### src/hw/rtl/sfr_pkg.sv
// ----------------------------------------------------------------------------
// sfr_pkg
// Shared types and constants for the sensor frame receiver.
// ----------------------------------------------------------------------------
package sfr_pkg;

	localparam int BYTE_W       = 8;
	localparam int LEN_W        = 7;
	localparam int MAX_BODY_DEF = 64;
	localparam int PADDR_W      = 4;
	localparam int PDATA_W      = 32;

	localparam logic [BYTE_W-1:0] START_CODE_RST = 8'd73;
	localparam logic [BYTE_W-1:0] END_CODE_RST   = 8'd77;
	localparam logic [LEN_W-1:0]  MAX_LENGTH_RST = 7'd64;
	localparam logic [BYTE_W-1:0] BROADCAST_ADDR = 8'hff;

	typedef enum logic [1:0] {
		REG_START_CODE = 2'd0,
		REG_END_CODE   = 2'd1,
		REG_MAX_LENGTH = 2'd2
	} reg_idx_t;

	typedef enum logic [2:0] {
		ST_HUNT,
		ST_ADDR,
		ST_LEN,
		ST_BODY,
		ST_SUM,
		ST_END,
		ST_RD,
		ST_EMIT
	} state_t;

	typedef struct packed {
		logic [BYTE_W-1:0] start_code;
		logic [BYTE_W-1:0] end_code;
		logic [LEN_W-1:0]  max_length;
	} cfg_t;

	typedef struct packed {
		logic eq;
		logic gt;
	} alu_flags_t;

endpackage

### src/hw/rtl/sfr_ram.sv
// ----------------------------------------------------------------------------
// sfr_ram
// Generic single write port, single read port RAM with registered read.
// ----------------------------------------------------------------------------
module sfr_ram #(
	parameter int WIDTH = 8,
	parameter int DEPTH = 64,
	parameter int AW    = (DEPTH > 1) ? $clog2(DEPTH) : 1
) (
	input  logic             clk,
	input  logic             we,
	input  logic [AW-1:0]    waddr,
	input  logic [WIDTH-1:0] wdata,
	input  logic [AW-1:0]    raddr,
	output logic [WIDTH-1:0] rdata
);

	logic [WIDTH-1:0] mem_q [DEPTH];

	always_ff @(posedge clk) begin
		if (we) begin
			mem_q[waddr] <= wdata;
		end
		rdata <= mem_q[raddr];
	end

endmodule

### src/hw/rtl/sfr_alu.sv
// ----------------------------------------------------------------------------
// sfr_alu
// Shared byte unit: modulo-256 accumulate plus equal / greater compare.
// ----------------------------------------------------------------------------
module sfr_alu (
	input  logic [sfr_pkg::BYTE_W-1:0] acc,
	input  logic [sfr_pkg::BYTE_W-1:0] ref_val,
	input  logic [sfr_pkg::BYTE_W-1:0] operand,
	output logic [sfr_pkg::BYTE_W-1:0] sum,
	output sfr_pkg::alu_flags_t        flags
);
	import sfr_pkg::*;

	assign sum      = acc + operand;
	assign flags.eq = (operand == ref_val);
	assign flags.gt = (operand > ref_val);

endmodule

### src/hw/rtl/sfr_cfg.sv
// ----------------------------------------------------------------------------
// sfr_cfg
// APB register file: start code, end code, max body length.
// ----------------------------------------------------------------------------
module sfr_cfg (
	input  logic                        clk,
	input  logic                        arst_n,
	input  logic                        psel,
	input  logic                        penable,
	input  logic                        pwrite,
	input  logic [sfr_pkg::PADDR_W-1:0] paddr,
	input  logic [sfr_pkg::PDATA_W-1:0] pwdata,
	output logic [sfr_pkg::PDATA_W-1:0] prdata,
	output logic                        pready,
	output sfr_pkg::cfg_t               cfg
);
	import sfr_pkg::*;

	cfg_t     cfg_q;
	reg_idx_t idx;
	logic     wr_en;

	assign idx    = reg_idx_t'(paddr[3:2]);
	assign pready = 1'b1;
	assign wr_en  = psel && penable && pwrite;
	assign cfg    = cfg_q;

	always_ff @(posedge clk or negedge arst_n) begin
		if (!arst_n) begin
			cfg_q.start_code <= START_CODE_RST;
			cfg_q.end_code   <= END_CODE_RST;
			cfg_q.max_length <= MAX_LENGTH_RST;
		end else if (wr_en) begin
			case (idx)
				REG_START_CODE: cfg_q.start_code <= pwdata[BYTE_W-1:0];
				REG_END_CODE:   cfg_q.end_code   <= pwdata[BYTE_W-1:0];
				REG_MAX_LENGTH: cfg_q.max_length <= pwdata[LEN_W-1:0];
				default: ;
			endcase
		end
	end

	always_comb begin
		case (idx)
			REG_START_CODE: prdata = PDATA_W'(cfg_q.start_code);
			REG_END_CODE:   prdata = PDATA_W'(cfg_q.end_code);
			REG_MAX_LENGTH: prdata = PDATA_W'(cfg_q.max_length);
			default:        prdata = '0;
		endcase
	end

endmodule

### src/hw/rtl/sensor_frame_receiver.sv
// ----------------------------------------------------------------------------
// sensor_frame_receiver
// Frame parser (start, address, length, body, checksum, end) with a body
// store; a valid frame is replayed as one beat per body byte.
// ----------------------------------------------------------------------------
//  channel  | handshake              | payload
//  ---------+------------------------+-----------------------------------------
//  in       | in_valid / in_ready    | rx_byte
//  out      | out_valid / out_ready  | frame_address, body_length, body_byte, last
//  cfg      | psel/penable/pwrite    | paddr, pwdata, prdata (pready tied high)
//
// while parsing, in_ready stays high and a byte is taken whenever in_valid is high
// after a good end code the body is replayed beat by beat (store read, then
// output load), and in_ready stays low until the last beat has been loaded
// the single shared byte unit does all checksum adds and code compares
// reset clears the parser to hunting and sets the registers to their defaults
// a stalled output holds its beat; the next beat waits for the output register
module sensor_frame_receiver #(
	parameter int MAX_BODY = sfr_pkg::MAX_BODY_DEF
) (
	input  logic                        clk,
	input  logic                        arst_n,
	input  logic                        psel,
	input  logic                        penable,
	input  logic                        pwrite,
	input  logic [sfr_pkg::PADDR_W-1:0] paddr,
	input  logic [sfr_pkg::PDATA_W-1:0] pwdata,
	output logic [sfr_pkg::PDATA_W-1:0] prdata,
	output logic                        pready,
	input  logic                        in_valid,
	output logic                        in_ready,
	input  logic [sfr_pkg::BYTE_W-1:0]  rx_byte,
	output logic                        out_valid,
	input  logic                        out_ready,
	output logic [sfr_pkg::BYTE_W-1:0]  frame_address,
	output logic [sfr_pkg::LEN_W-1:0]   body_length,
	output logic [sfr_pkg::BYTE_W-1:0]  body_byte,
	output logic                        last
);
	import sfr_pkg::*;

	localparam int AW = (MAX_BODY > 1) ? $clog2(MAX_BODY) : 1;
	localparam int CW = $clog2(MAX_BODY + 1);
	localparam logic [LEN_W-1:0] BODY_LIM = LEN_W'(MAX_BODY);

	cfg_t       cfg;
	state_t     state_q, state_d;
	alu_flags_t flags;

	logic [BYTE_W-1:0] sum_q, alu_sum, alu_ref;
	logic [CW-1:0]     cnt_q, cnt_nxt, rd_q, rd_nxt;
	logic [LEN_W-1:0]  exp_q, len_lim;
	logic [BYTE_W-1:0] addr_q;
	logic [BYTE_W-1:0] ram_rdata;
	logic              acc_in, body_wr, len_bad, body_done, rd_last, ld_out;
	logic              out_valid_q, last_q;
	logic [BYTE_W-1:0] out_addr_q, out_byte_q;
	logic [LEN_W-1:0]  out_len_q;

	sfr_cfg u_cfg (
		.clk     (clk),
		.arst_n  (arst_n),
		.psel    (psel),
		.penable (penable),
		.pwrite  (pwrite),
		.paddr   (paddr),
		.pwdata  (pwdata),
		.prdata  (prdata),
		.pready  (pready),
		.cfg     (cfg)
	);

	// the limit saturates at the store depth
	assign len_lim = (cfg.max_length > BODY_LIM) ? BODY_LIM : cfg.max_length;

	always_comb begin
		case (state_q)
			ST_HUNT: alu_ref = cfg.start_code;
			ST_ADDR: alu_ref = BROADCAST_ADDR;
			ST_LEN:  alu_ref = BYTE_W'(len_lim);
			ST_SUM:  alu_ref = sum_q;
			ST_END:  alu_ref = cfg.end_code;
			default: alu_ref = '0;
		endcase
	end

	sfr_alu u_alu (
		.acc     (sum_q),
		.ref_val (alu_ref),
		.operand (rx_byte),
		.sum     (alu_sum),
		.flags   (flags)
	);

	assign in_ready  = (state_q != ST_RD) && (state_q != ST_EMIT);
	assign acc_in    = in_valid && in_ready;
	assign cnt_nxt   = cnt_q + 1'b1;
	assign rd_nxt    = rd_q + 1'b1;
	assign len_bad   = (rx_byte == '0) || flags.gt;
	assign body_done = (LEN_W'(cnt_nxt) == exp_q);
	assign rd_last   = (LEN_W'(rd_nxt) == exp_q);
	assign body_wr   = acc_in && (state_q == ST_BODY);
	assign ld_out    = (state_q == ST_EMIT) && (!out_valid_q || out_ready);

	sfr_ram #(
		.WIDTH (BYTE_W),
		.DEPTH (MAX_BODY)
	) u_ram (
		.clk   (clk),
		.we    (body_wr),
		.waddr (cnt_q[AW-1:0]),
		.wdata (rx_byte),
		.raddr (rd_q[AW-1:0]),
		.rdata (ram_rdata)
	);

	always_ff @(posedge clk or negedge arst_n) begin
		if (!arst_n) begin
			state_q <= ST_HUNT;
		end else begin
			state_q <= state_d;
		end
	end

	always_comb begin
		state_d = state_q;
		case (state_q)
			ST_HUNT: if (acc_in && flags.eq) state_d = ST_ADDR;
			ST_ADDR: if (acc_in) state_d = flags.eq ? ST_HUNT : ST_LEN;
			ST_LEN:  if (acc_in) state_d = len_bad ? ST_HUNT : ST_BODY;
			ST_BODY: if (acc_in && body_done) state_d = ST_SUM;
			ST_SUM:  if (acc_in) state_d = flags.eq ? ST_END : ST_HUNT;
			ST_END:  if (acc_in) state_d = flags.eq ? ST_RD : ST_HUNT;
			ST_RD:   state_d = ST_EMIT;
			ST_EMIT: if (ld_out) state_d = rd_last ? ST_HUNT : ST_RD;
			default: state_d = ST_HUNT;
		endcase
	end

	always_ff @(posedge clk or negedge arst_n) begin
		if (!arst_n) begin
			sum_q <= '0;
			cnt_q <= '0;
			rd_q  <= '0;
		end else begin
			if (acc_in) begin
				case (state_q)
					ST_HUNT: begin
						if (flags.eq) begin
							sum_q <= '0;
							cnt_q <= '0;
						end
					end
					ST_ADDR: if (!flags.eq) sum_q <= alu_sum;
					ST_LEN: begin
						if (!len_bad) begin
							sum_q <= alu_sum;
							cnt_q <= '0;
						end
					end
					ST_BODY: begin
						sum_q <= alu_sum;
						cnt_q <= cnt_nxt;
					end
					ST_END: rd_q <= '0;
					default: ;
				endcase
			end
			if (ld_out) begin
				rd_q <= rd_nxt;
			end
		end
	end

	always_ff @(posedge clk) begin
		if (acc_in && (state_q == ST_ADDR)) begin
			addr_q <= rx_byte;
		end
		if (acc_in && (state_q == ST_LEN)) begin
			exp_q <= rx_byte[LEN_W-1:0];
		end
	end

	// output register
	always_ff @(posedge clk or negedge arst_n) begin
		if (!arst_n) begin
			out_valid_q <= 1'b0;
		end else if (ld_out) begin
			out_valid_q <= 1'b1;
		end else if (out_ready) begin
			out_valid_q <= 1'b0;
		end
	end

	always_ff @(posedge clk) begin
		if (ld_out) begin
			out_addr_q <= addr_q;
			out_len_q  <= exp_q;
			out_byte_q <= ram_rdata;
			last_q     <= rd_last;
		end
	end

	assign out_valid     = out_valid_q;
	assign frame_address = out_addr_q;
	assign body_length   = out_len_q;
	assign body_byte     = out_byte_q;
	assign last          = last_q;

endmodule

### config.mk
export PLATFORM = sky130hd
export DESIGN_NAME = sensor_frame_receiver
export DESIGN_NICKNAME = d
export VERILOG_FILES = /design/src/hw/rtl/sfr_pkg.sv /design/src/hw/rtl/sfr_ram.sv /design/src/hw/rtl/sfr_alu.sv /design/src/hw/rtl/sfr_cfg.sv /design/src/hw/rtl/sensor_frame_receiver.sv
export SDC_FILE = /design/constraint.sdc
export NUM_CORES = 1
export LEC_CHECK = 0
export BUFFER_PORTS_ARGS = -buffer_cell sky130_fd_sc_hd__buf_4
export CAP_MARGIN = 5
export CORE_MARGIN = 4
export CORE_UTILIZATION = 50
export CTS_CLUSTER_SIZE = 12
export DETAILED_ROUTE_END_ITERATION = 8
export PLACE_DENSITY = 0.72
export SETUP_SLACK_MARGIN = 0.4
export SLEW_MARGIN = 20
export SYNTH_ARGS = -nofsm -noshare
export SYNTH_HDL_FRONTEND = slang
export SYNTH_SLANG_ARGS = --single-unit
### constraint.sdc
create_clock -name clk -period 4.4 [get_ports clk]
set_input_delay 0 -clock clk [delete_from_list [all_inputs] [get_ports clk]]
set_output_delay 0 -clock clk [all_outputs]
set_load 0.05 [all_outputs]
==> results.ini <==
[floorplan]
core.rowCount = 81
die-area_sq_um = 53000
start_util = 0.505
die_h_microns = 230
fp.dieW_microns = 230
core_area_sq_um = 48800
io_pins = 110

[logic_synthesis]
synth_warnings = 0
synth_xor_area_frac = 0.00958
synth_simple_gate_area_frac = 0.0382
dominantRegCellSynth = edfxtp_1
postSynthCellCount = 1275
ys_seq_area_frac = 0.727
synth_top_family_by_area = multiplexers
ys_async_sr_fraction = 0.0806
synthDominantCellAreaShare = 0.670
synthAdderAreaFrac = 0.00943
ys_types = 62
synth_compound_gate_area_share = 0.0309
syn_area_per_cell_sq_um = 19.4
yosys.area.top_type = edfxtp_1
synth-seq-cells = 608
synth_area_leaders = edfxtp_1 (67%), mux4_2 (15%), dfrtp_1 (4.2%)
netlist_area_sq_um = 24700
synth_edf_count = 551
synth_mux_area_frac = 0.163

[grt]
grt_antenna_before_repair = 1
grt_overflow_total = 0
grt_max_degree = 74
grt_usage = 0.200
grt_pass1_wl_microns = 79800
grt_pass1_vias = 12600

[place]
place_ws_ps = 757
place_inst = 1964
gp_congestion = 0.857
hpwl_microns = 31100
port_buffers = 58

[worst_hold_path]
min_to = u_cfg.cfg[1]
hold_start = psel
worstHoldPathCells = 5
hold_class = input port to register

[critical_path]
rr_endpoint = sum_q[5]
r2r-start = state_q[1]
start_kind = register
cp.arrival_ps = 4080
criticalPathCategory = register to register
cp_max_fo = 27
cp-end-kind = register
critPathRequiredTime_ps = 4900
rrSetupSlack_ps = 820
reg2regPathDepth = 11

[sta]
worst_slew_pin_slew_ps = 862
finalCriticalPeriod_ps = 3580
hold_viol = 0
setup_violations = 0
slew_headroom = 0.423
grt_setup_unrepaired = false
finalWorstSetupSlack_ps = 821
maxSlewViolCount = 0
fin_skew_ps = 42.0
finalCritPeriodShare = 0.813
clock.fmax_mhz = 279
setup_tns_ps = 0

[final_layout]
area_delta_synth_final_pct = 13.3
drive_gt1_frac = 0.259
layout.nets = 1458
finalNonFillerCells = 2094
diodes = 0
most-common-layout-cells = edfxtp_1 (551), mux4_2 (160), nor2_1 (104)
final_common_cell = edfxtp_1

[drt]
vias = 12400
final_antenna_net_count = 0
drt-pass1-iter-count = 5
routed_via_density = 5.94
routed_wl_microns = 52200
drc = 0
drtIter0Drc = 1406
wl_per_cell_microns = 24.9

[clocking]
cts-buffers-inserted = 61
clk_pin_slew_ps = 60
cts-htree-levels = 2
clock_latency_ps = 640
root_buffer = clkbuf_16
cts_tree = built
clock-sinks = 608
clk_path_buf_depth = 3

[run]
max_cap_violations = 0

[power_and_ir_drop]
pwr-share-clk = 0.307
intPower_w = 0.0114
swShare = 0.287
power_frac_comb = 0.249
vdd_drop_max_uv = 435
power_frac_seq = 0.443
powerDensity_nw_per_um2 = 570
switching_power_w = 0.00458
leakagePower_nw = 8.97

[status]
status = finished clean

## cell families after synthesis
kind of cell,after synthesis
DFF,608
adders and majority gates,18
xor gates and xnor gates,27
AOI/OAI and AO/OA,117
buffers and inverters,94
other,2
and+or+nand+nor,211
muxes,198
## power groups by stage
| stage | registers [W] | logic, W | clock network (W) |
|---|---|---|---|
| 2_1_floorplan | 0.00707 | 0.00299 | 0 |
| 3_3_place_gp | 0.00718 | 0.00393 | 0 |
| 3_5_place_dp | 0.00719 | 0.00398 | 0 |
| 4_1_cts | 0.00707 | 0.00403 | 0.00497 |
| 5_1_grt | 0.00712 | 0.00428 | 0.00523 |
| 6_report | 0.00707 | 0.00397 | 0.00490 |
## metal layers
layer | global-route usage | routed length, microns | up-vias
met5 | 0 | 0 | -
met4 | 0.0499 | 1070 | 0
met3 | 0.0401 | 3350 | 85
met2 | 0.325 | 26000 | 454
met1 | 0.283 | 21800 | 6548
li1 | - | - | 5343
## how the worst max path moves through the flow
stage,slack (ps),from,cells past startpoint,to
6_report,820,state_q[1],11,sum_q[5]
3_3_place_gp,890,state_q[2],11,sum_q[2]
2_1_floorplan,1340,state_q[2],12,sum_q[2]
4_1_cts,730,state_q[2],11,sum_q[5]
5_1_grt,440,state_q[1],11,sum_q[4]
3_5_place_dp,760,state_q[2],11,sum_q[2]
## registers in the layout, indices dropped and copies added (netlist names)
register / cells
addr_q: 8
body_byte: 8
body_length: 7
cnt_q: 7
exp_q: 7
frame_address: 8
last: 1
out_valid: 1
rd_q: 7
state_q: 3
sum_q: 8
u_cfg.cfg: 23
u_ram.mem_q: 512
u_ram.rdata: 8
## cell usage after synthesis, drive strengths merged, types with 2 or more instances
cell type  count
a2111oi        2
a211o          2
a211oi         4
a21o           3
a21oi         21
a221oi         2
a22o           2
a22oi          7
a31oi          3
and2           3
and3           3
buf           57
clkbuf        28
conb           2
dfrtp         41
dfstp          8
dfxtp          8
edfxtp       551
ha            17
inv            9
mux2          25
mux2i         13
mux4         160
nand2         43
nand2b         4
nand3         16
nand4          2
nor2         105
nor2b         11
nor3           4
nor3b          2
nor4           4
o211ai         5
o21ai         32
o21bai         2
o22ai         12
o311a          2
o311ai         2
o31ai          8
o41ai          5
or2            3
or3            5
or4            2
xnor2         18
xor2           9
## area by class of cell
type	instances	area (sq um)
clock buffer	90	1720
clock inverter	14	168
fill	3591	20900
inverter	9	33.8
multi-input combinational	596	6290
sequential	608	18000
tap	664	831
timing repair buffer	113	968
## repair_timing
action                                 in CTS  in global routing
hold buffers                               26                  0
setup endpoints to repair                   0                  5
buffers inserted                            0                  0
endpoints found under the hold margin     375                  0
resized for setup                           0                  2
## critical path: stages (launching register included)
cell and delay (ps):
dfrtp_1 320, buf_4 250, nor2b_1 340, nand2_1 140
nor2_1 350, a21oi_1 150, ha_1 330, nand4_1 200
o211ai_1 230, o211ai_1 320, or2_1 430, o41ai_1 390
## through the flow
| stage | hold WS, ps | instance area (sq um) | power, W | util |
|---|---|---|---|---|
| after floorplan | -296 | 24800 | 0.0101 | - |
| after global placement | 57.5 | 25800 | 0.0111 | 0.528 |
| after detailed placement | 64.0 | 25800 | 0.0112 | 0.528 |
| after CTS | 122 | 28000 | 0.0161 | 0.572 |
| after global routing | 161 | 28000 | 0.0166 | 0.572 |
| final | 188 | 28000 | 0.0159 | 0.572 |
(Power assumes the default switching activity.)
